`config.mk`:
```
export PLATFORM = sky130hd
export DESIGN_NAME = nps_sqrt
export DESIGN_NICKNAME = d
export VERILOG_FILES = /design/src/nearest_polyline_segment_assert.svh /design/src/nps_pkg.sv /design/src/nps_sqrt.sv
export SDC_FILE = /design/constraint.sdc
export NUM_CORES = 1
export LEC_CHECK = 0
export BUFFER_PORTS_ARGS = -buffer_cell sky130_fd_sc_hd__buf_2
export CAP_MARGIN = 20
export CORE_ASPECT_RATIO = 0.9
export CORE_UTILIZATION = 25
export DETAILED_ROUTE_END_ITERATION = 8
export GPL_ROUTABILITY_DRIVEN = 0
export PLACE_DENSITY_LB_ADDON = 0.08
export SYNTH_ARGS = -nofsm -noshare
export SYNTH_HDL_FRONTEND = slang
export SYNTH_SLANG_ARGS = --single-unit
```
`constraint.sdc`:
```
create_clock -name clk -period 27 [get_ports clk]
set_clock_uncertainty 0.1 [all_clocks]
set_input_delay 5.4 -clock clk [delete_from_list [all_inputs] [get_ports clk]]
set_output_delay 5.4 -clock clk [all_outputs]
set_load 0.05 [all_outputs]
```
`src/nearest_polyline_segment_assert.svh`:
```
`ifndef NEAREST_POLYLINE_SEGMENT_ASSERT_SVH
`define NEAREST_POLYLINE_SEGMENT_ASSERT_SVH

// check a property on every clock edge outside reset
`define NPS_ASSERT(lbl, prop, msg) \
  lbl: assert property (@(posedge clk) disable iff (rst) (prop)) else $error(msg);

// check that a condition is followed by another in the next cycle
`define NPS_ASSERT_NEXT(lbl, cond, nxt, msg) \
  lbl: assert property (@(posedge clk) disable iff (rst) (cond) |=> (nxt)) else $error(msg);

`endif

```
`src/nps_pkg.sv`:
```
package nps_pkg;

  localparam int MAG_W  = 33;
  localparam int PROD_W = 2 * MAG_W;
  localparam int ACC_W  = 68;
  localparam int ROOT_W = ACC_W / 2;
  localparam int LEN_W  = ROOT_W + 1;
  localparam int Q_W    = 36;
  localparam int PROJ_W = Q_W + 1;

  localparam logic [1:0] KIND_APPEND = 2'd0;
  localparam logic [1:0] KIND_CLEAR  = 2'd1;
  localparam logic [1:0] KIND_QUERY  = 2'd2;

  function automatic logic [MAG_W-1:0] mag33(input logic signed [MAG_W-1:0] v);
    mag33 = v[MAG_W-1] ? MAG_W'(-v) : MAG_W'(v);
  endfunction

endpackage

```
`src/nps_sqrt.sv`:
```
module nps_sqrt (
  input  logic                       clk,
  input  logic                       rst,
  input  logic                       go,
  input  logic [nps_pkg::ACC_W-1:0]  val,
  output logic                       done,
  output logic [nps_pkg::ROOT_W-1:0] root
);
  import nps_pkg::*;

  logic [ACC_W-1:0]  v_r;
  logic [ROOT_W+3:0] rem;
  logic [ROOT_W+3:0] rem2;
  logic [ROOT_W+3:0] trial;
  logic [5:0]        cnt;
  logic              run;

  assign rem2  = {rem[ROOT_W+1:0], v_r[ACC_W-1:ACC_W-2]};
  assign trial = {2'b00, root, 2'b01};

  always_ff @(posedge clk) begin
    if (rst) begin
      run  <= 1'b0;
      done <= 1'b0;
    end else begin
      done <= 1'b0;
      if (go && !run) begin
        run  <= 1'b1;
        v_r  <= val;
        rem  <= '0;
        root <= '0;
        cnt  <= '0;
      end else if (run) begin
        v_r <= {v_r[ACC_W-3:0], 2'b00};
        if (rem2 >= trial) begin
          rem  <= rem2 - trial;
          root <= {root[ROOT_W-2:0], 1'b1};
        end else begin
          rem  <= rem2;
          root <= {root[ROOT_W-2:0], 1'b0};
        end
        cnt <= cnt + 6'd1;
        if (cnt == 6'(ROOT_W - 1)) begin
          run  <= 1'b0;
          done <= 1'b1;
        end
      end
    end
  end

endmodule

```
==> results.tsv <==
metric	value	unit
setup_viol	0	
drive_above_1_share	16.9	%
p_total	0.746	mW
core-area	32100	um2
drt_wl_total	20500	um
area_growth_syn_to_layout	18.8	%
grt_pass1_vias	6093	
die_h	174	um
synth_fa_ha_area_share	5.80	%
yosysTopAreaCellShare	52.8	%
drv_cap	0	
cts_tree	built	
cp_data_arrival_time	7.15	ns
power.leakage	4.20	nW
nFillCells	3453	
finalCritPeriodShare	26.3	%
status	finished, violations left	
ctsHoldBuffers	0	
required	27.04	ns
tightest_slew	0.998	ns
ant_nets	0	
layout_commonest_cell	nand2_1	
nets	1036	
vdd_drop_max	0.0472	mV
synth_top_family_by_area	simple AND/OR/NAND/NOR gates	
synthDistinctLibCells	56	
start_kind	primary input	
finalHoldViolCount	0	
grt_pass1_wl	32800	um
via_per_inst	4.48	
drcViolationCount	20	
clk_pin_slew_worst_paths	0.07	ns
postSynthAreaPerCell	9.77	um2
synth-xor-area-share	3.95	%
ys_ff_latch	146	
synth_area_leaders	edfxtp_1, nand2_1, ha_1	
numPortBuffers	105	
hold_path_class	flip-flop to flip-flop	
cts_resized	0	
syn_nets	948	
overflow	0	
synth_ff_type	edfxtp_1	
track_usage	12.6	%
post-cts-setup-buffers	0	
netlist_area	8200	um2
drt_iter0_drc	420	
synth.yosys.seq_area_share	53.3	%
synth_top_cell_by_area	edfxtp_1	
io_pins	106	
fp.dieW	193	um
synth-compound-area-share	10.5	%
htree_levels	4	
clkLatencyLatePin	0.43	ns
muxShareOfSynthArea	2.81	%
grt_max_degree	146	
final_cell_mix	nand2_1, edfxtp_1, buf_2	
synth_simple_gate_area_share	19.3	%
antenna_found_initial	6	
relSlewSlack	33.5	%
max-clock-path-buffers	2	
async_reset_ff_share	0	%
rsz0062_at_grt	no	
critPathMaxFanout	92	
root_buffer	clkbuf_16	
synth_edf_count	144	
synthCells	839	
yosysWarnings	0	
crit_path_end_kind	flip-flop	
route.vias.total	6080	
worstSetupPathType	primary input to flip-flop	
finalMaxSlewViolations	0	
dp_hpwl	13600	um
cts.sinks	146	
wire_per_inst	15.1	um
rows	62	
fmax	141	MHz
fin_setup_tns	0	ns
initial_core_util	25.5	%
cts_buffers	17	
violations	design-rule violations	
dr.pass1.iters	7	
post-route-min-period	7.11	ns
cellPowerDensity	76.7	nW/um2
dieArea	33500	um2
hold_slack	0.413	ns
## cells by family after synthesis
family	count (synthesis)
xor gates and xnor gates	37
buffers and inverters	87
and+or+nand+nor	385
AOI/OAI and AO/OA	123
DFF	146
adders and majority gates	38
muxes	23
## through the flow
step | worst slack, ns | area (um2) | util, % | cells
final | 19.89 | 9730 | 30.3 | 1358
after detailed placement | 19.38 | 9120 | 28.4 | 1324
after CTS | 19.84 | 9730 | 30.3 | 1356
after global routing | 19.70 | 9730 | 30.3 | 1356
after global placement | 19.39 | 9120 | 28.4 | 1324
after floorplan | 14.69 | 8200 | - | 839
## report_power, final
part | switching [mW] | leakage, nW | internal [mW]
clock | 0.105 | 0.283 | 0.147
combinational | 0.126 | 2.51 | 0.0767
sequential | 0.0102 | 1.41 | 0.282
## Yosys cell counts, types with 2 or more instances
library cell,count
buf_6,3
buf_2,9
inv_1,46
a31oi_1,4
mux2i_1,23
a311oi_1,3
clkbuf_1,28
nor2_1,95
and3_1,6
xnor2_1,23
a21oi_4,2
a211oi_1,3
o21bai_1,2
or3_1,4
xor2_1,14
o21ai_1,3
a21o_1,11
a211oi_2,5
nor2b_1,3
nand2b_1,6
o211ai_1,4
o21a_1,5
ha_1,38
o21ai_0,21
nand4_1,10
edfxtp_1,144
o22ai_1,5
nand3_1,12
and2_1,4
dfxtp_1,2
nor3_1,6
nand2_1,231
nor4_1,3
a21oi_1,37
a31o_2,2
and4_1,2
## state kept, by name, summed over array words and instances (netlist names)
name,count
v_r,68
rem,36
cnt,6
root,34
done,1
run,1
## routing by layer
metal / up-vias / global-route usage, % / wire length (um)
met5: - / 0 / 18
met4: 4 / 3.87 / 280
met3: 17 / 3.54 / 939
met2: 113 / 18.6 / 8810
met1: 2863 / 17.7 / 10500
li1: 3083 / - / -
## critical path: stages
cell,delay (ns)
buf_2,0.11
nor2b_4,0.13
buf_4,0.47
buf_4,0.84
nor2_1,0.11
## final timing paths
kind | from | end | slack, ns | depth (start not counted)
worst max-delay path | go | rem[3]$_SDFFCE_PP0P_ | 19.89 | 5
worst min-delay path | v_r[50]$_DFFE_PP_ | v_r[52]$_DFFE_PP_ | 0.41 | 2
worst max register to register | rem[17]$_SDFFCE_PP0P_ | rem[35]$_SDFFCE_PP0P_ | 22.94 | 10
worst min register to register | v_r[50]$_DFFE_PP_ | v_r[52]$_DFFE_PP_ | 0.41 | 2
## layout make-up
class | instances | area (um2) | area share [%]
Timing Repair Buffer | 110 | 576 | 5.91
Inverter | 46 | 173 | 1.77
Antenna cell | 2 | 5.00 | 0.0514
Sequential cell | 146 | 4360 | 44.8
Clock buffer | 19 | 433 | 4.45
Clock inverter | 13 | 175 | 1.80
Multi-Input combinational cell | 606 | 3490 | 35.8
Tap cell | 416 | 520 | 5.35
No activity file was read; power rests on OpenSTA's default activity.
