$ cat src/nearest_polyline_segment_assert.svh
`ifndef NEAREST_POLYLINE_SEGMENT_ASSERT_SVH
`define NEAREST_POLYLINE_SEGMENT_ASSERT_SVH

// check a property on every clock edge outside reset
`define NPS_ASSERT(lbl, prop, msg) \
  lbl: assert property (@(posedge clk) disable iff (rst) (prop)) else $error(msg);

// check that a condition is followed by another in the next cycle
`define NPS_ASSERT_NEXT(lbl, cond, nxt, msg) \
  lbl: assert property (@(posedge clk) disable iff (rst) (cond) |=> (nxt)) else $error(msg);

`endif

$ cat src/nps_pkg.sv
package nps_pkg;

  localparam int MAG_W  = 33;
  localparam int PROD_W = 2 * MAG_W;
  localparam int ACC_W  = 68;
  localparam int ROOT_W = ACC_W / 2;
  localparam int LEN_W  = ROOT_W + 1;
  localparam int Q_W    = 36;
  localparam int PROJ_W = Q_W + 1;

  localparam logic [1:0] KIND_APPEND = 2'd0;
  localparam logic [1:0] KIND_CLEAR  = 2'd1;
  localparam logic [1:0] KIND_QUERY  = 2'd2;

  function automatic logic [MAG_W-1:0] mag33(input logic signed [MAG_W-1:0] v);
    mag33 = v[MAG_W-1] ? MAG_W'(-v) : MAG_W'(v);
  endfunction

endpackage

$ cat src/nps_mul.sv
module nps_mul (
  input  logic                       clk,
  input  logic                       rst,
  input  logic                       go,
  input  logic [nps_pkg::MAG_W-1:0]  a,
  input  logic [nps_pkg::MAG_W-1:0]  b,
  output logic                       done,
  output logic [nps_pkg::PROD_W-1:0] prod
);
  import nps_pkg::*;

  logic [MAG_W-1:0] a_r;
  logic [5:0]       cnt;
  logic             run;
  logic [MAG_W:0]   sum;

  assign sum = {1'b0, prod[PROD_W-1:MAG_W]} + (prod[0] ? {1'b0, a_r} : '0);

  always_ff @(posedge clk) begin
    if (rst) begin
      run  <= 1'b0;
      done <= 1'b0;
    end else begin
      done <= 1'b0;
      if (go && !run) begin
        run  <= 1'b1;
        a_r  <= a;
        prod <= {{MAG_W{1'b0}}, b};
        cnt  <= '0;
      end else if (run) begin
        prod <= {sum, prod[MAG_W-1:1]};
        cnt  <= cnt + 6'd1;
        if (cnt == 6'(MAG_W - 1)) begin
          run  <= 1'b0;
          done <= 1'b1;
        end
      end
    end
  end

endmodule

$ cat config.mk
export PLATFORM = sky130hd
export DESIGN_NAME = nps_mul
export DESIGN_NICKNAME = d
export VERILOG_FILES = /design/src/nearest_polyline_segment_assert.svh /design/src/nps_pkg.sv /design/src/nps_mul.sv
export SDC_FILE = /design/constraint.sdc
export NUM_CORES = 1
export LEC_CHECK = 0
export ABC_AREA = 0
export BUFFER_PORTS_ARGS = -buffer_cell sky130_fd_sc_hd__clkbuf_2
export CAP_MARGIN = 20
export CORE_MARGIN = 3
export CORE_UTILIZATION = 35
export DETAILED_ROUTE_END_ITERATION = 8
export PLACE_DENSITY = 0.64
export SYNTH_ARGS = -nofsm -noshare
export SYNTH_HDL_FRONTEND = slang
export SYNTH_SLANG_ARGS = --single-unit
$ cat constraint.sdc
create_clock -name clk -period 3.9 [get_ports clk]
set_clock_uncertainty 0.15 [all_clocks]
set_input_delay 0.195 -clock clk [delete_from_list [all_inputs] [get_ports clk]]
set_output_delay 0.195 -clock clk [all_outputs]
set_load 0.005 [all_outputs]
==> results by stage <==
Timing:
- The max-slew violation count is 0.
- The portion of the clock cycle consumed by the worst path in the final layout is 82.3%.
- The highest attainable clock frequency is 312 MHz.
- Setup repair after global routing left no endpoint under its margin.
- At the pin with the least slew margin, the transition time is 0.984 ns.
- The total negative slack for setup checks is 0 ns.
- The routed design could run at a clock period as short as 3.21 ns.
- Measured against its own limit, the worst slew margin works out to 34.2%.
- Across all hold checks on the routed design, the worst slack comes to 0.318 ns.
- The total setup violations reported at the end of the flow is 0.
- The number of hold-slack violations in the final timing report is 0.

Pwr:
- The leakage power of the design is 3.40 nW.
- Combinational cells account for 22.4% of the total power.
- Across the VDD grid, the largest voltage drop is 0.235 mV.
- In this run, the clock network consumes 31.4% of the power.
- The register share of total power is 46.2%.
- The switching power share of the total is 28.9%.
- In this run the power spent charging and discharging nets is 897 µW.
- For this design the ratio of total power to cell area is 392 nW/µm².
- The cell internal power dissipation is 2.21 mW.

Floorplanning:
- Once the floorplan was initialized, standard cells occupied 36.0% of the core.
- The die covers 18800 µm².
- The core region is 16700 µm².
- Measured along the x axis, the die boundary spans 137 µm.
- 136 I/O pins were placed.
- The initialized floorplan defines 47 standard-cell rows.
- From bottom edge to top edge, the die measures 137 µm.

Cells and area:
- Summing all multi-input logic gate instances after layout gives 2700 µm².
- Leaving out filler cells and counting taps, the final layout contains 1001.
- After filler insertion, the fill cell instance count of the layout stands at 1583.
- Across the whole layout, storage elements account for 3190 µm².
- The diode insertion count for antenna repair is 0.
- The final layout contains 881 nets.
- The post-route netlist has 22.2% of its cells at a drive strength greater than 1.
- The area growth from synthesis to final layout is 31.8%.

Synth:
- The count of unique library cells instantiated by Yosys is 61.
- After synthesis the netlist holds a flip-flop and latch count of 107.
- Counting flops with a built-in enable in the synthesized netlist gives 105.
- The largest total area in the synthesized netlist belongs to sky130_fd_sc_hd__edfxtp_1.
- Among all flip-flop cells after synthesis, the most frequent one is sky130_fd_sc_hd__edfxtp_1.
- Counting instances in the post-synthesis netlist gives the leading cell types as 130 x sky130_fd_sc_hd__nand2_1, 105 x sky130_fd_sc_hd__edfxtp_1, 46 x sky130_fd_sc_hd__nor2_1.
- The count of mapped cells out of synthesis is 585.
- The portion of synthesized cell area occupied by the leading cell type is 52.4%.
- The share of flip-flops with an asynchronous set or reset is 0%.
- Summing every instance area after synthesis gives 6010 µm².
- The dominant cell by count in the synthesized netlist is sky130_fd_sc_hd__nand2_1.
- Averaged over all synthesized cells, the footprint is 10.3 µm².
- The sequential element share of the synthesized area is 53.1%.
- Yosys attributes the largest share of cell area to sky130_fd_sc_hd__edfxtp_1 52%, sky130_fd_sc_hd__nand2_1 8.1%, sky130_fd_sc_hd__ha_1 7.3%.
- The total number of yosys warnings is 0.
- The number of nets in the synthesized netlist is 690.

GRT:
- The global-route wire length before repair is 24600 µm.
- The number of antenna violations at the first check in global routing is 0.
- After global routing the overflow that remains totals 0.
- The global-route usage over all layers is 16.6%.
- The via count of the first global-routing pass was 4945.
- The largest net degree at the start of global routing is 49.

Critical path:
- The signal on the critical path passes through buf_12, and2_1, ha_1, a21oi_1, o21ba_2, o22ai_1, or3_1, a211oi_2, xor2_1, nor2_1.
- STA classifies the critical path endpoint as a register.
- The worst endpoint required time is 3.85 ns.
- The worst reg2reg path depth is 10.
- The critical path is of the reg2reg type.
- The number of buffers and inverters on the critical path is 1.
- The sort of element at the start of the critical path is a register.
- The largest single stage delay on the critical path is 0.57 ns.
- The slowest stage cell on the critical path is sky130_fd_sc_hd__edfxtp_1.
- In this run the critical register-to-register path is captured at prod[62].
- The arrival time reported for the critical path endpoint is 3.16 ns.
- The slack of the worst reg-to-reg path is 0.69 ns.
- The peak fanout along the critical path is 23.
- The startpoint identified for the worst register-to-register timing path is prod[0].
- In this design, the largest share of critical-path delay is due to compound AO/OA/AOI/OAI gates.

Min path:
- The startpoint of the worst hold path is go.
- The worst hold-check path type is in2reg.
- The end point of the worst hold path is a_r[17].
- The cell depth of the worst hold path is 3.

Detailed routing:
- The via count is 4843.
- The first TritonRoute pass finished after 4 iterations.
- The routed design has 15200 µm of wire.
- After detailed routing, the number of remaining DRC violations is 0.
- In the routed layout, each cell is associated on average with a via count of 4.84.
- The detail-routed net length per standard cell is 15.2 µm.
- The count of antenna-violating nets left after detailed routing is 0.
- For this block, the initial DRC count from the detailed router was 362.

CTS:
- The later pin in the worst-skew pair is clocked with a latency of 0.37 ns.
- The clock transition at the registers of the reported paths is 0.09 ns.
- The deepest clock path buffer count is 2.
- The post-cts repair resize count is 0.
- The hold buffer count at cts is 67.
- The tree built by TritonCTS fans out to 107 sinks.
- Counting the buffers created by CTS gives 9.
- The number of post-CTS setup repair buffers is 0.
- The clock root buffer is sky130_fd_sc_hd__clkbuf_16.
- TritonCTS built the clock tree.
- The H-tree was split into 3 levels.

Placed design:
- Once detailed placement completed, the half-perimeter wirelength came to 10600 µm.
- Buffers placed on the I/O ports in this run total 135.
- After detailed placement, the design holds a cell count of 918.
- At the end of routability-driven placement, the weighted congestion stood at 0.836.

Outcome:
- The run finished with clean final reports.

Job:
- The max-cap check violation count is 0.
[worst reg2reg max path: stages, from the launching register on]
cell	delay, ns
sky130_fd_sc_hd__edfxtp_1	0.57
sky130_fd_sc_hd__buf_12	0.24
sky130_fd_sc_hd__and2_1	0.15
sky130_fd_sc_hd__ha_1	0.35
sky130_fd_sc_hd__a21oi_1	0.27
sky130_fd_sc_hd__o21ba_2	0.19
sky130_fd_sc_hd__o22ai_1	0.09
sky130_fd_sc_hd__or3_1	0.48
sky130_fd_sc_hd__a211oi_2	0.25
sky130_fd_sc_hd__xor2_1	0.16
sky130_fd_sc_hd__nor2_1	0.05
[power by group through the flow]
stage / logic, mW / clock network (mW) / registers, mW
final: 0.695 / 0.978 / 1.44
after global routing: 0.783 / 1.04 / 1.45
after CTS: 0.701 / 1.00 / 1.44
after detailed placement: 0.645 / 0 / 1.46
after global placement: 0.639 / 0 / 1.46
after floorplan: 0.428 / 0 / 1.45
[kinds of logic (layout without fill, tap and decap cells)]
family | after synthesis | in the layout | synth area share (%)
AO/OA/AOI/OAI | 119 | 119 | 13.3
buffers and inverters | 38 | 234 | 2.48
adder cells (fa/ha/maj) | 36 | 36 | 7.61
flip-flops | 107 | 107 | 53.1
XOR/XNOR | 26 | 26 | 3.79
multiplexers | 1 | 1 | 0.166
AND/OR/NAND/NOR | 258 | 258 | 19.5
[how the worst max path moves through the flow]
stage / start / to / slack, ns / cells past startpoint
final: prod[0] / prod[62] / 0.69 / 10
after global routing: prod[0] / prod[48] / 0.43 / 11
after floorplan: run / cnt[0] / 1.06 / 2
after global placement: prod[0] / prod[62] / 0.69 / 10
after CTS: prod[0] / prod[54] / 0.65 / 10
after detailed placement: prod[0] / prod[62] / 0.67 / 10
[layer usage]
layer | share of wire (%) | vias up | global-route usage [%]
li1 | - | 2462 | -
met3 | 6.6 | 12 | 4.60
met5 | 0 | - | 0
met2 | 46 | 143 | 27.4
met1 | 46 | 2226 | 21.7
met4 | 1.2 | 0 | 4.16
[final cells by class]
| cell class | instances | area share [%] |
|---|---|---|
| clock buffers | 10 | 2.89 |
| clock inverters | 6 | 1.07 |
| inverters | 11 | 0.521 |
| multi-input cells | 440 | 34.0 |
| flip-flops and latches | 107 | 40.3 |
| well taps | 220 | 3.47 |
| repair buffers | 207 | 17.8 |
[flip-flops by register name, indices dropped and copies added (netlist names)]
signal / cells
a_r: 33
cnt: 6
prod: 66
done: 1
run: 1
[cells in the final DEF, fill, tap and decap left out, types with 20 or more instances in the layout]
master | Yosys | layout
sky130_fd_sc_hd__clkbuf_2 | 0 | 135
sky130_fd_sc_hd__nand2_1 | 130 | 130
sky130_fd_sc_hd__ha_1 | 35 | 35
sky130_fd_sc_hd__o21ai_0 | 20 | 20
sky130_fd_sc_hd__a21oi_1 | 37 | 37
sky130_fd_sc_hd__nor2_1 | 46 | 44
sky130_fd_sc_hd__dlygate4sd3_1 | 0 | 67
sky130_fd_sc_hd__edfxtp_1 | 105 | 105
sky130_fd_sc_hd__and2_1 | 38 | 38
[through the flow]
stage,area (µm²),utilization [%],power (mW),setup slack (ns)
floorplan,6020,-,1.88,1.06
global placement,6940,41.6,2.10,0.688
detailed placement,6940,41.6,2.11,0.665
CTS,7930,47.5,3.14,0.648
global route,7930,47.5,3.27,0.429
finish,7930,47.5,3.11,0.692
Note: power is estimated with default switching activity, not from simulation.
