**config.mk**
```make
export PLATFORM = sky130hd
export DESIGN_NAME = nps_div
export DESIGN_NICKNAME = d
export VERILOG_FILES = /design/src/nearest_polyline_segment_assert.svh /design/src/nps_pkg.sv /design/src/nps_div.sv
export SDC_FILE = /design/constraint.sdc
export NUM_CORES = 1
export LEC_CHECK = 0
export CORE_MARGIN = 5
export CORE_UTILIZATION = 35
export DETAILED_ROUTE_END_ITERATION = 16
export DONT_BUFFER_PORTS = 1
export GPL_ROUTABILITY_DRIVEN = 0
export MAX_ROUTING_LAYER = met4
export PLACE_DENSITY = 0.54
export SLEW_MARGIN = 20
export SYNTH_ARGS = -nofsm -noshare
export SYNTH_HDL_FRONTEND = slang
export SYNTH_SLANG_ARGS = --single-unit
```
**constraint.sdc**
```tcl
create_clock -name clk -period 24.9 [get_ports clk]
set_clock_uncertainty 0.15 [all_clocks]
set_input_delay 4.98 -clock clk [delete_from_list [all_inputs] [get_ports clk]]
set_output_delay 4.98 -clock clk [all_outputs]
set_load 0.005 [all_outputs]
```
**src/nearest_polyline_segment_assert.svh**
```systemverilog
`ifndef NEAREST_POLYLINE_SEGMENT_ASSERT_SVH
`define NEAREST_POLYLINE_SEGMENT_ASSERT_SVH

// check a property on every clock edge outside reset
`define NPS_ASSERT(lbl, prop, msg) \
  lbl: assert property (@(posedge clk) disable iff (rst) (prop)) else $error(msg);

// check that a condition is followed by another in the next cycle
`define NPS_ASSERT_NEXT(lbl, cond, nxt, msg) \
  lbl: assert property (@(posedge clk) disable iff (rst) (cond) |=> (nxt)) else $error(msg);

`endif

```
**src/nps_pkg.sv**
```systemverilog
package nps_pkg;

  localparam int MAG_W  = 33;
  localparam int PROD_W = 2 * MAG_W;
  localparam int ACC_W  = 68;
  localparam int ROOT_W = ACC_W / 2;
  localparam int LEN_W  = ROOT_W + 1;
  localparam int Q_W    = 36;
  localparam int PROJ_W = Q_W + 1;

  localparam logic [1:0] KIND_APPEND = 2'd0;
  localparam logic [1:0] KIND_CLEAR  = 2'd1;
  localparam logic [1:0] KIND_QUERY  = 2'd2;

  function automatic logic [MAG_W-1:0] mag33(input logic signed [MAG_W-1:0] v);
    mag33 = v[MAG_W-1] ? MAG_W'(-v) : MAG_W'(v);
  endfunction

endpackage

```
**src/nps_div.sv**
```systemverilog
module nps_div (
  input  logic                      clk,
  input  logic                      rst,
  input  logic                      go,
  input  logic [nps_pkg::ACC_W-1:0] num,
  input  logic [nps_pkg::LEN_W-1:0] den,
  output logic                      done,
  output logic [nps_pkg::Q_W-1:0]   quo
);
  import nps_pkg::*;

  logic [ACC_W-1:0] n_r;
  logic [LEN_W-1:0] d_r;
  logic [LEN_W-1:0] rem;
  logic [LEN_W:0]   r2;
  logic [6:0]       cnt;
  logic             run;

  assign r2 = {rem, n_r[ACC_W-1]};

  always_ff @(posedge clk) begin
    if (rst) begin
      run  <= 1'b0;
      done <= 1'b0;
    end else begin
      done <= 1'b0;
      if (go && !run) begin
        run <= 1'b1;
        n_r <= num;
        d_r <= den;
        rem <= '0;
        quo <= '0;
        cnt <= '0;
      end else if (run) begin
        n_r <= {n_r[ACC_W-2:0], 1'b0};
        if (r2 >= {1'b0, d_r}) begin
          rem <= LEN_W'(r2 - {1'b0, d_r});
          quo <= {quo[Q_W-2:0], 1'b1};
        end else begin
          rem <= LEN_W'(r2);
          quo <= {quo[Q_W-2:0], 1'b0};
        end
        cnt <= cnt + 7'd1;
        if (cnt == 7'(ACC_W - 1)) begin
          run  <= 1'b0;
          done <= 1'b1;
        end
      end
    end
  end

endmodule

```
==> reports/summary.txt, run 1 <==
SYNTHESIS
-----------------------------------------------------------------------------------
Synth area leader ....................................................     edfxtp_1
Fraction of post-synthesis cell area in the top cell type by area ....        0.591
Top FF cell, synth ...................................................     edfxtp_1
Yosys synthesis warning count ........................................            0
Cells taking the most area after synthesis ........................... edfxtp_1, nand2_1, ha_1, a21oi_1, and2_1
Syn_area_per_cell ....................................................   10.5 sq um
Number of nets produced by synthesis .................................         1019
Seq cells post-synth .................................................          183
Cells after Synth ....................................................          876
Sequential-to-total area share from yosys stat .......................        0.596
Distinct cell type count after synthesis .............................           53
Post-synthesis async set-or-reset flop share .........................            0
Cell area after synthesis ............................................ 0.00919 sq mm
EDFF count, synth ....................................................          181

TIMING
-----------------------------------------------------------------------------------
Maximum clock frequency ..............................................    0.145 GHz
Final hold violation count ...........................................            0
Final setup viols ....................................................            0
Number of max-slew violations in the final report ....................            0
Setup tns final ......................................................         0 ps
Post-Route Hold Slack ................................................       368 ps
Worst-margin pin slew ................................................      1010 ps
Period Utilization, post-route .......................................        0.278
Worst Setup Slack, final .............................................     17990 ps
Setup repair after global routing missed its margin ..................        false
Slew Limit Headroom ..................................................        0.328
Period minus WS final ................................................      6910 ps

CTS
-----------------------------------------------------------------------------------
Buffers inserted by post-CTS timing repair ...........................            0
TritonCTS clock tree .................................................          yes
CTS buffer count .....................................................           17
Clock sink total .....................................................          183
Source-to-sink clock delay at the later pin of the worst-skew pair ...       440 ps
Resized cells post-CTS ...............................................            0
H-tree depth .........................................................            4
CTS root buffer ......................................................    clkbuf_16
Hold bufs inserted after CTS .........................................            0
Maximum clock path buffer count ......................................            2
Clock transition at the registers of the reported paths ..............        80 ps

DETAILED ROUTING
-----------------------------------------------------------------------------------
Number of DRC violations after detailed routing ......................            0
Wire per inst ........................................................      16.4 um
Post-route antenna net violation count ...............................            0
Final wirelength .....................................................     19900 um
Number of iterations in the first detailed-routing pass ..............            5
Via density per instance .............................................         4.97
Detailed Route Iter0 Violations ......................................          514
DR vias ..............................................................         6030

GLOBAL ROUTE
-----------------------------------------------------------------------------------
Maximum number of pins on one net before global-route repair .........          101
GR Layer Usage met2 ..................................................        0.208
Top Usage Layer GRT ..................................................         met2
Antenna violations before repair .....................................            1
Total gr overflow ....................................................            0
Vias in the first global route .......................................         6121
GR met3 Demand/Resource ..............................................       0.0352
First-pass GRT wire length ...........................................     31800 um
GRT Total Usage ......................................................        0.139
Met1 routing resource usage after global routing .....................        0.189

FINISH
-----------------------------------------------------------------------------------
Signed area change from the synthesized netlist to the final layout ..        10.7%
Count of placed standard cells in the final layout, fillers left out .         1214
Nets .................................................................         1008
Commonest non-fill, non-tap cell in the layout .......................      nand2_1
Finished layout cell area ............................................ 0.0102 sq mm
Ratio of cells with drive above 1 in the final layout ................       0.0558
Top library cells by usage in the layout, fill and taps aside ........ nand2_1, edfxtp_1, a21oi_1, inv_1, and2_1

DIE
-----------------------------------------------------------------------------------
Initial core utilization .............................................        0.354
Height of the die ....................................................       172 um
Standard-cell row count ..............................................           59
Die W ................................................................       172 um
I/O Pins .............................................................          143
Area of the core region .............................................. 0.0260 sq mm
Floorplan die area ................................................... 0.0296 sq mm

PWR
-----------------------------------------------------------------------------------
Max IR drop VDD ......................................................    0.0358 mV
Static Leak ..........................................................      4.11 nW
Sw frac ..............................................................        0.290
Areal power density over the cells ................................... 79.7 mW/mm^2
Relative contribution of combinational cells to total power ..........        0.190
Cell internal power dissipation ......................................     0.576 mW
Switching power total ................................................     0.235 mW
Clock share of power .................................................        0.335
Sequential fraction of design power ..................................        0.475

PLACEMENT
-----------------------------------------------------------------------------------
Number of buffers added on ports .....................................            0
Number of cells in the design after placement ........................         1180
Final HPWL from detailed placement ...................................     13300 um
Instance area at placement ........................................... 0.00956 sq mm
Post-place setup slack ...............................................     17510 ps

CRITICAL PATH
-----------------------------------------------------------------------------------
Crit. End Element ....................................................         flop
Critical Setup Path Class ............................................ input port to flop
Setup slack on the worst flop-to-flop path ...........................     21180 ps
Highest fanout seen on the critical path .............................           75
Critical Path RT .....................................................     24800 ps
Startpoint Class .....................................................   input port
Arrival time at the worst endpoint ...................................      6810 ps

OUTCOME
-----------------------------------------------------------------------------------
Outcome .............................................................. complete, no violations

RUN
-----------------------------------------------------------------------------------
Max_cap viols ........................................................            0

WORST HOLD PATH
-----------------------------------------------------------------------------------
Type of the tightest min-delay check ................................. flop to flop

cell usage after synthesis (10+ instances only):
master / number
and2_1: 43
ha_1: 36
a21o_1: 18
clkbuf_1: 23
o21ai_1: 10
xnor2_1: 23
nor2_1: 34
nand2_1: 268
edfxtp_1: 181
a21oi_1: 54
inv_1: 50
o21ai_0: 16
power by group through the flow:
| stage | registers (mW) | clock network [mW] | logic [mW] |
|---|---|---|---|
| 3_5_place_dp | 0.392 | 0 | 0.154 |
| 2_1_floorplan | 0.391 | 0 | 0.122 |
| 5_1_grt | 0.388 | 0.293 | 0.176 |
| 6_report | 0.386 | 0.272 | 0.154 |
| 3_3_place_gp | 0.392 | 0 | 0.152 |
| 4_1_cts | 0.386 | 0.280 | 0.155 |
final cells by class:
| type | instances | area (sq um) |
|---|---|---|
| well taps | 335 | 419 |
| repair buffers | 6 | 65.1 |
| flip-flops and latches | 183 | 5480 |
| clock buffers | 17 | 425 |
| multi-input cells | 606 | 3430 |
| inverters | 51 | 191 |
| fillers | 2548 | 15800 |
| diodes | 1 | 2.50 |
| clock inverters | 15 | 164 |
final timing paths:
check                             start      end  cells past startpoint
worst max-delay path                 go  rem[30]                      4
worst min-delay path            n_r[32]  n_r[33]                      2
worst max register to register  n_r[67]  rem[23]                     12
worst min register to register  n_r[32]  n_r[33]                      2
cell families (layout without fill, tap and decap cells):
family                   Yosys count  in the layout  synth area share
flip-flops                       183            183             0.596
other                              0              1                 0
multiplexers                       1              1           0.00123
XOR/XNOR                          31             31            0.0295
buffers and inverters             87             89            0.0361
AO/OA/AOI/OAI                    149            149             0.103
AND/OR/NAND/NOR                  388            388             0.183
adder cells (fa/ha/maj)           37             37            0.0512
metal layers:
layer / routed length [um] / share of wire / vias up
met5: 0 / 0 / -
met4: 212 / 0.011 / 0
met2: 9050 / 0.46 / 143
met1: 9500 / 0.48 / 2843
met3: 1110 / 0.056 / 18
li1: - / - / 3026
worst max-delay path, stage by stage:
cell,delay [ps]
nor2_1,40
nor2_4,80
buf_4,720
buf_4,880
state kept, by name, summed over array words and instances (netlist names):
| name | flops |
|---|---|
| n_r | 68 |
| cnt | 7 |
| rem | 35 |
| run | 1 |
| done | 1 |
| d_r | 35 |
| quo | 36 |
metrics by stage:
stage                     power (mW)  utilization
after floorplan                0.513            -
final                          0.811        0.392
after global routing           0.858        0.392
after detailed placement       0.547        0.368
after global placement         0.544        0.368
after CTS                      0.820        0.390
Power figures use the tool's default switching activity.
==> run 2: changes to the inputs <==
ABC_AREA = 1   (was default)
PLACE_DENSITY = 0.56   (was 0.54)
clock period = 5.6 ns   (was 24.9 ns; I/O delays follow)
==> run 2 against run 1 <==
Against the previous run:
- non-clock buffer count up 1
- flip-flop and latch count unchanged
- critical path type is now flop to flop
- synthesized area up 11%
- wire length up 20%
- combinational power rose to 4.6 times the previous value
- register-to-register slack worse by 18000 ps
- sequential power rose to 4.4 times the previous value
==> reports/summary.txt, run 2 <==
CRITICAL PATH
------------------------------------------------------------------------------------------
Arrival time at the worst endpoint ..........................................      2900 ps
Library cell appearing most often on the critical path ......................      nand2_1
Highest fanout seen on the critical path ....................................           41
Critical Setup Path Class ................................................... flop to flop
Crit. End Element ...........................................................         flop
Crit path from ..............................................................       d_r[0]
Cell breakdown of the critical path ......................................... ha_1, fa_1, inv_1, nand2_1, nand2_1, nand4_1, nand3_2, nand2_1, nand2_2, nand2_4, nand2_8, inv_6, nor2_1, nor2_1
Startpoint Class ............................................................         flop
Critical Path RT ............................................................      5640 ps
Critical-path cell with the highest stage delay .............................         fa_1
Maximum cell stage delay along the critical path ............................       410 ps
Beginning of the worst register-to-register path ............................       d_r[0]

SYNTHESIS
------------------------------------------------------------------------------------------
Number of nets produced by synthesis ........................................         1374
Post-synthesis async set-or-reset flop share ................................            0
EDFF count, synth ...........................................................          181
Seq cells post-synth ........................................................          183
Top FF cell, synth ..........................................................     edfxtp_1
Post-synth top cells ........................................................ nand2_1, inv_1, edfxtp_1, nor2_1, ha_1
Share of synthesized cell area in full adder, half adder and majority cells .       0.0459
Dominant cell by count in the synthesized netlist ...........................      nand2_1
Yosys synthesis warning count ...............................................            0
Share of synthesized cell area in and, or, nand and nor gates ...............        0.271
Synthesized-area fraction occupied by xor and xnor cells ....................       0.0154
Synth area leader ...........................................................     edfxtp_1
Combinational family with the most area after synthesis ..................... simple AND/OR/NAND/NOR gates
Cells after Synth ...........................................................         1231
Distinct cell type count after synthesis ....................................           38
Cell area after synthesis ................................................... 0.0102 sq mm
Syn_area_per_cell ...........................................................   8.32 sq um
Fraction of post-synthesis cell area in the top cell type by area ...........        0.531
Sequential-to-total area share from yosys stat ..............................        0.535
Multiplexer area fraction after synthesis ...................................            0
Cells taking the most area after synthesis .................................. edfxtp_1, nand2_1, inv_1, nor2_1, ha_1
Area fraction in compound gates after synthesis .............................       0.0426

DETAILED ROUTING
------------------------------------------------------------------------------------------
Post-route antenna net violation count ......................................            0
Final wirelength ............................................................     23800 um
DR vias .....................................................................         7437
Post-route met1 wirelength ..................................................     11100 um
Wire per inst ...............................................................      14.6 um
Met2 wire length ............................................................     10600 um
Via density per instance ....................................................         4.56
Number of iterations in the first detailed-routing pass .....................            6
Number of DRC violations after detailed routing .............................            0
Wire length on met3 .........................................................      1810 um
Highest Signal Layer ........................................................         met4
Detailed Route Iter0 Violations .............................................          468

PWR
------------------------------------------------------------------------------------------
Max IR drop VDD .............................................................     0.271 mV
Tot Pwr .....................................................................      3.70 mW
Areal power density over the cells ..........................................  327 mW/mm^2
Static Leak .................................................................      5.34 nW

TIMING
------------------------------------------------------------------------------------------
Final hold violation count ..................................................            0
Slew Limit Headroom .........................................................        0.391
Period Utilization, post-route ..............................................        0.510
Setup tns final .............................................................         0 ps
Post-Route Hold Slack .......................................................       367 ps
Number of max-slew violations in the final report ...........................            0
Worst-margin pin slew .......................................................       914 ps
Setup repair after global routing missed its margin .........................        false
Final setup viols ...........................................................            0
Period minus WS final .......................................................      2850 ps
Maximum clock frequency .....................................................    0.350 GHz

FINISH
------------------------------------------------------------------------------------------
Ratio of cells with drive above 1 in the final layout .......................       0.0540
Commonest non-fill, non-tap cell in the layout ..............................      nand2_1
Top library cells by usage in the layout, fill and taps aside ............... nand2_1, inv_1, edfxtp_1, nor2_1, ha_1
Finished layout cell area ................................................... 0.0113 sq mm
Layout Utilization ..........................................................        0.394
Flip-flop count of the largest register after layout ........................           68
Nets ........................................................................         1371
Largest registers ........................................................... n_r (68), quo (36)
Biggest register ............................................................          n_r
Signed area change from the synthesized netlist to the final layout .........        10.6%

DIE
------------------------------------------------------------------------------------------
Height of the die ...........................................................       181 um
Initial core utilization ....................................................        0.356
Die W .......................................................................       181 um
I/O Pins ....................................................................          143
Floorplan die area .......................................................... 0.0328 sq mm
Area of the core region ..................................................... 0.0288 sq mm
Standard-cell row count .....................................................           62

CTS
------------------------------------------------------------------------------------------
Clock transition at the registers of the reported paths .....................        80 ps
Buffers inserted by post-CTS timing repair ..................................            0
Maximum clock path buffer count .............................................            2
CTS root buffer .............................................................    clkbuf_16
CTS buffer count ............................................................           17
H-tree depth ................................................................            4
Hold bufs inserted after CTS ................................................            0
TritonCTS clock tree ........................................................          yes
Source-to-sink clock delay at the later pin of the worst-skew pair ..........       430 ps
Clock sink total ............................................................          183
Resized cells post-CTS ......................................................            0

GLOBAL ROUTE
------------------------------------------------------------------------------------------
Total gr overflow ...........................................................            0
GRT Total Usage .............................................................        0.149
First-pass GRT wire length ..................................................     38400 um
Maximum number of pins on one net before global-route repair ................           89
Antenna violations before repair ............................................            5
Vias in the first global route ..............................................         7290

PLACEMENT
------------------------------------------------------------------------------------------
Instance area at placement .................................................. 0.0106 sq mm
Number of buffers added on ports ............................................            0
Final HPWL from detailed placement ..........................................     17300 um

OUTCOME
------------------------------------------------------------------------------------------
Outcome ..................................................................... complete, no violations

WORST HOLD PATH
------------------------------------------------------------------------------------------
Origin of the worst min-delay path ..........................................      n_r[30]
Type of the tightest min-delay check ........................................ flop to flop

RUN
------------------------------------------------------------------------------------------
Max_cap viols ...............................................................            0

run 2: kinds of logic (layout without fill, tap and decap cells):
| kind of cell | after synthesis | after routing |
|---|---|---|
| other | 0 | 5 |
| and+or+nand+nor | 689 | 689 |
| DFF | 183 | 183 |
| buffers and inverters | 234 | 244 |
| xor gates and xnor gates | 18 | 18 |
| AOI/OAI and AO/OA | 70 | 70 |
| adders and majority gates | 37 | 37 |
run 2: report_power, final:
| group | switching [mW] | total, mW | internal (mW) |
|---|---|---|---|
| registers | 0.0491 | 1.70 | 1.65 |
| clock network | 0.633 | 1.29 | 0.659 |
| logic | 0.479 | 0.711 | 0.232 |
run 2: through the flow:
| stage | worst slack (ps) | instances |
|---|---|---|
| after CTS | 2690 | 1624 |
| after detailed placement | 2400 | 1592 |
| after floorplan | 1360 | 1231 |
| after global routing | 2470 | 1630 |
| after global placement | 2450 | 1592 |
| final | 2750 | 1630 |
run 2: cell type report:
| type | instances | area, sq um |
|---|---|---|
| clock buffers | 17 | 425 |
| clock inverters | 15 | 223 |
| inverters | 205 | 774 |
| well taps | 384 | 480 |
| diodes | 5 | 12.5 |
| flip-flops and latches | 183 | 5480 |
| multi-input cells | 814 | 3860 |
| fillers | 2916 | 17500 |
| repair buffers | 7 | 72.6 |
run 2: worst paths after layout:
kind / endpoint / slack, ps / cells after the start
worst min register to register: n_r[31] / 370 / 2
worst max-delay path: rem[22] / 2750 / 14
worst max register to register: rem[22] / 2750 / 14
worst min-delay path: n_r[31] / 370 / 2
run 2: critical path: cells and delay by family (launching register included):
family                   cells  cell delay, ps
flip-flops                   1             400
adder cells (fa/ha/maj)      2             630
AND/OR/NAND/NOR             10            1150
buffers and inverters        2             260
run 2: per-layer routing:
layer	vias up	global-route usage
li1	3868	-
met1	3357	0.194
met2	190	0.224
met3	22	0.0523
met4	0	0.0372
met5	-	-
==> run 3: changes to the inputs <==
ABC_AREA = 0   (was 1)
PLACE_DENSITY = 0.54   (was 0.56)
clock period = 3 ns   (was 5.6 ns; I/O delays follow)
==> run 3 against run 2 <==
Against the previous run:
- the run now ends with setup timing left
- design area grew 1.5%
- cell count decreased by 21%
- global-route usage decreased by 0.55 points
- first-iteration DRC count down 22%
- utilization up 4.9 points
- critical path depth shrank 4
- hold slack got worse by 280 ps
- clock-buffer cell count grew 1
- flip-flop and latch count stayed put
- critical path type unchanged
==> reports/summary.txt, run 3 (synthesis gave the netlist of run 1 again) <==
TIMING
------------------------------------------------------------------------------------
Maximum clock frequency ...............................................    0.317 GHz
Slew Limit Headroom ...................................................        0.471
Number of max-slew violations in the final report .....................            0
Worst Setup Slack, final ..............................................      -151 ps
Period minus WS final .................................................      3150 ps
Worst-margin pin slew .................................................       792 ps
Setup tns final .......................................................      -691 ps
Final hold violation count ............................................            0
Period Utilization, post-route ........................................         1.05
Setup repair after global routing missed its margin ...................         true
Final setup viols .....................................................           18
Post-Route Hold Slack .................................................      83.0 ps

CRITICAL PATH
------------------------------------------------------------------------------------
Count of buffering cells on the critical path with inverters included .            0
Worst r2r path cells ..................................................           10
Critical Setup Path Class ............................................. flop to flop
Setup slack on the worst flop-to-flop path ............................      -150 ps
Beginning of the worst register-to-register path ......................       rem[5]
Highest fanout seen on the critical path ..............................            3
Critical Path RT ......................................................      3130 ps
Crit. End Element .....................................................         flop
Cell breakdown of the critical path ................................... ha_4, a21o_1, a311o_1, a211o_1, o311a_1, o41a_1, a211oi_2, xnor2_1, nand2_1, a21oi_1
Capture point of the worst reg-to-reg path ............................      rem[33]
Crit-path leading delay family ........................................ compound AO/OA/AOI/OAI gates
Critical-path cell with the highest stage delay .......................     edfxtp_1
Arrival time at the worst endpoint ....................................      3290 ps
Maximum cell stage delay along the critical path ......................       430 ps
Startpoint Class ......................................................         flop

FINISH
------------------------------------------------------------------------------------
Signed area change from the synthesized netlist to the final layout ...        25.1%
Nets ..................................................................         1088
Top library cells by usage in the layout, fill and taps aside ......... nand2_1, edfxtp_1, buf_4, inv_1, and2_1
Biggest register ......................................................          n_r
Count of placed standard cells in the final layout, fillers left out ..         1295
Largest registers ..................................................... n_r (68), quo (36)
Commonest non-fill, non-tap cell in the layout ........................      nand2_1
Fillers ...............................................................         2443
Flip-flop count of the largest register after layout ..................           68
Ratio of cells with drive above 1 in the final layout .................        0.233

CTS
------------------------------------------------------------------------------------
TritonCTS clock tree ..................................................          yes
H-tree depth ..........................................................            4
Clock sink total ......................................................          183
Clock transition at the registers of the reported paths ...............        70 ps
Source-to-sink clock delay at the later pin of the worst-skew pair ....       430 ps
CTS buffer count ......................................................           17
Maximum clock path buffer count .......................................            2
CTS root buffer .......................................................    clkbuf_16

OUTCOME
------------------------------------------------------------------------------------
Outcome ............................................................... complete, but fails checks
Violated checks ....................................................... setup timing

DETAILED ROUTING
------------------------------------------------------------------------------------
Number of iterations in the first detailed-routing pass ...............            4
Via density per instance ..............................................         4.94
Detailed Route Iter0 Violations .......................................          364
Number of DRC violations after detailed routing .......................            0
DR vias ...............................................................         6400
Final wirelength ......................................................     21200 um
Wire per inst .........................................................      16.4 um
Post-route antenna net violation count ................................            0

PWR
------------------------------------------------------------------------------------
Switching power total .................................................      2.23 mW
Max IR drop VDD .......................................................     0.389 mV
Cell internal power dissipation .......................................      5.29 mW
Areal power density over the cells ....................................  655 mW/mm^2
Relative contribution of combinational cells to total power ...........        0.265
Tot Pwr ...............................................................      7.52 mW
Clock share of power ..................................................        0.308
Sw frac ...............................................................        0.297
Static Leak ...........................................................      4.70 nW
Sequential fraction of design power ...................................        0.427

DIE
------------------------------------------------------------------------------------
Floorplan die area .................................................... 0.0296 sq mm
Standard-cell row count ...............................................           59
Height of the die .....................................................       172 um
Initial core utilization ..............................................        0.354
Area of the core region ............................................... 0.0260 sq mm
Die W .................................................................       172 um
I/O Pins ..............................................................          143

GLOBAL ROUTE
------------------------------------------------------------------------------------
Antenna violations before repair ......................................            2
Vias in the first global route ........................................         6367
GRT Total Usage .......................................................        0.143
Total gr overflow .....................................................            0
Maximum number of pins on one net before global-route repair ..........           76
First-pass GRT wire length ............................................     32700 um

PLACEMENT
------------------------------------------------------------------------------------
Number of cells in the design after placement .........................         1244
Number of buffers added on ports ......................................            0
Final HPWL from detailed placement ....................................     14000 um

WORST HOLD PATH
------------------------------------------------------------------------------------
Type of the tightest min-delay check .................................. input port to flop
WHS Path Cells ........................................................            1
End point of the most critical hold path ..............................         done
Origin of the worst min-delay path ....................................          rst

RUN
------------------------------------------------------------------------------------
Max_cap viols .........................................................            0

## run 3: cell type report
cell class / count / area (sq um) / area share
antenna: 2 / 5.00 / 0.000435
clock buffer: 18 / 429 / 0.0373
clock inverter: 14 / 164 / 0.0143
inverter: 51 / 196 / 0.0171
multi-input combinational: 606 / 3990 / 0.347
sequential: 183 / 5480 / 0.476
tap: 335 / 419 / 0.0365
timing repair buffer: 86 / 817 / 0.0711
## run 3: worst reg2reg max path, delay by kind of cell, from the launching register on
family	cells	cell delay, ps
AOI/OAI and AO/OA	7	1980
DFF	1	430
adders and majority gates	1	240
xor gates and xnor gates	1	140
and+or+nand+nor	1	70
## run 3: worst max path at each step
stage / from / to / cells past startpoint
finish: rem[5] / rem[33] / 10
CTS: rem[5] / rem[33] / 10
detailed placement: n_r[67] / rem[27] / 14
floorplan: go / cnt[0] / 2
global route: rem[5] / rem[33] / 10
global placement: rem[3] / rem[31] / 11
## run 3: through the flow
step / util / area [sq um] / setup slack [ps]
final: 0.442 / 11500 / -151
after global routing: 0.442 / 11500 / -256
after CTS: 0.426 / 11100 / -159
after detailed placement: 0.391 / 10100 / -169
after global placement: 0.391 / 10100 / -162
after floorplan: - / 9230 / -363
## run 3: per-layer routing
layer,vias up,part of all wire,GRT usage
li1,3179,-,-
met5,-,0,-
met3,22,0.048,0.0325
met2,127,0.47,0.219
met1,3072,0.47,0.192
met4,0,0.016,0.0434
## run 3: repair_timing
item	in CTS	in global routing
hold buffers	0	0
pin swaps	25	32
endpoints found under the setup margin	35	36
gates cloned	2	1
gates resized for setup	59	82
setup buffers	9	7
## run 3: power by group through the flow
stage	logic, mW	registers, mW	clock network, mW
after floorplan	1.02	3.23	0
after global placement	1.52	3.25	0
after detailed placement	1.53	3.26	0
after CTS	1.76	3.20	2.38
after global routing	2.19	3.24	2.49
final	1.99	3.22	2.32
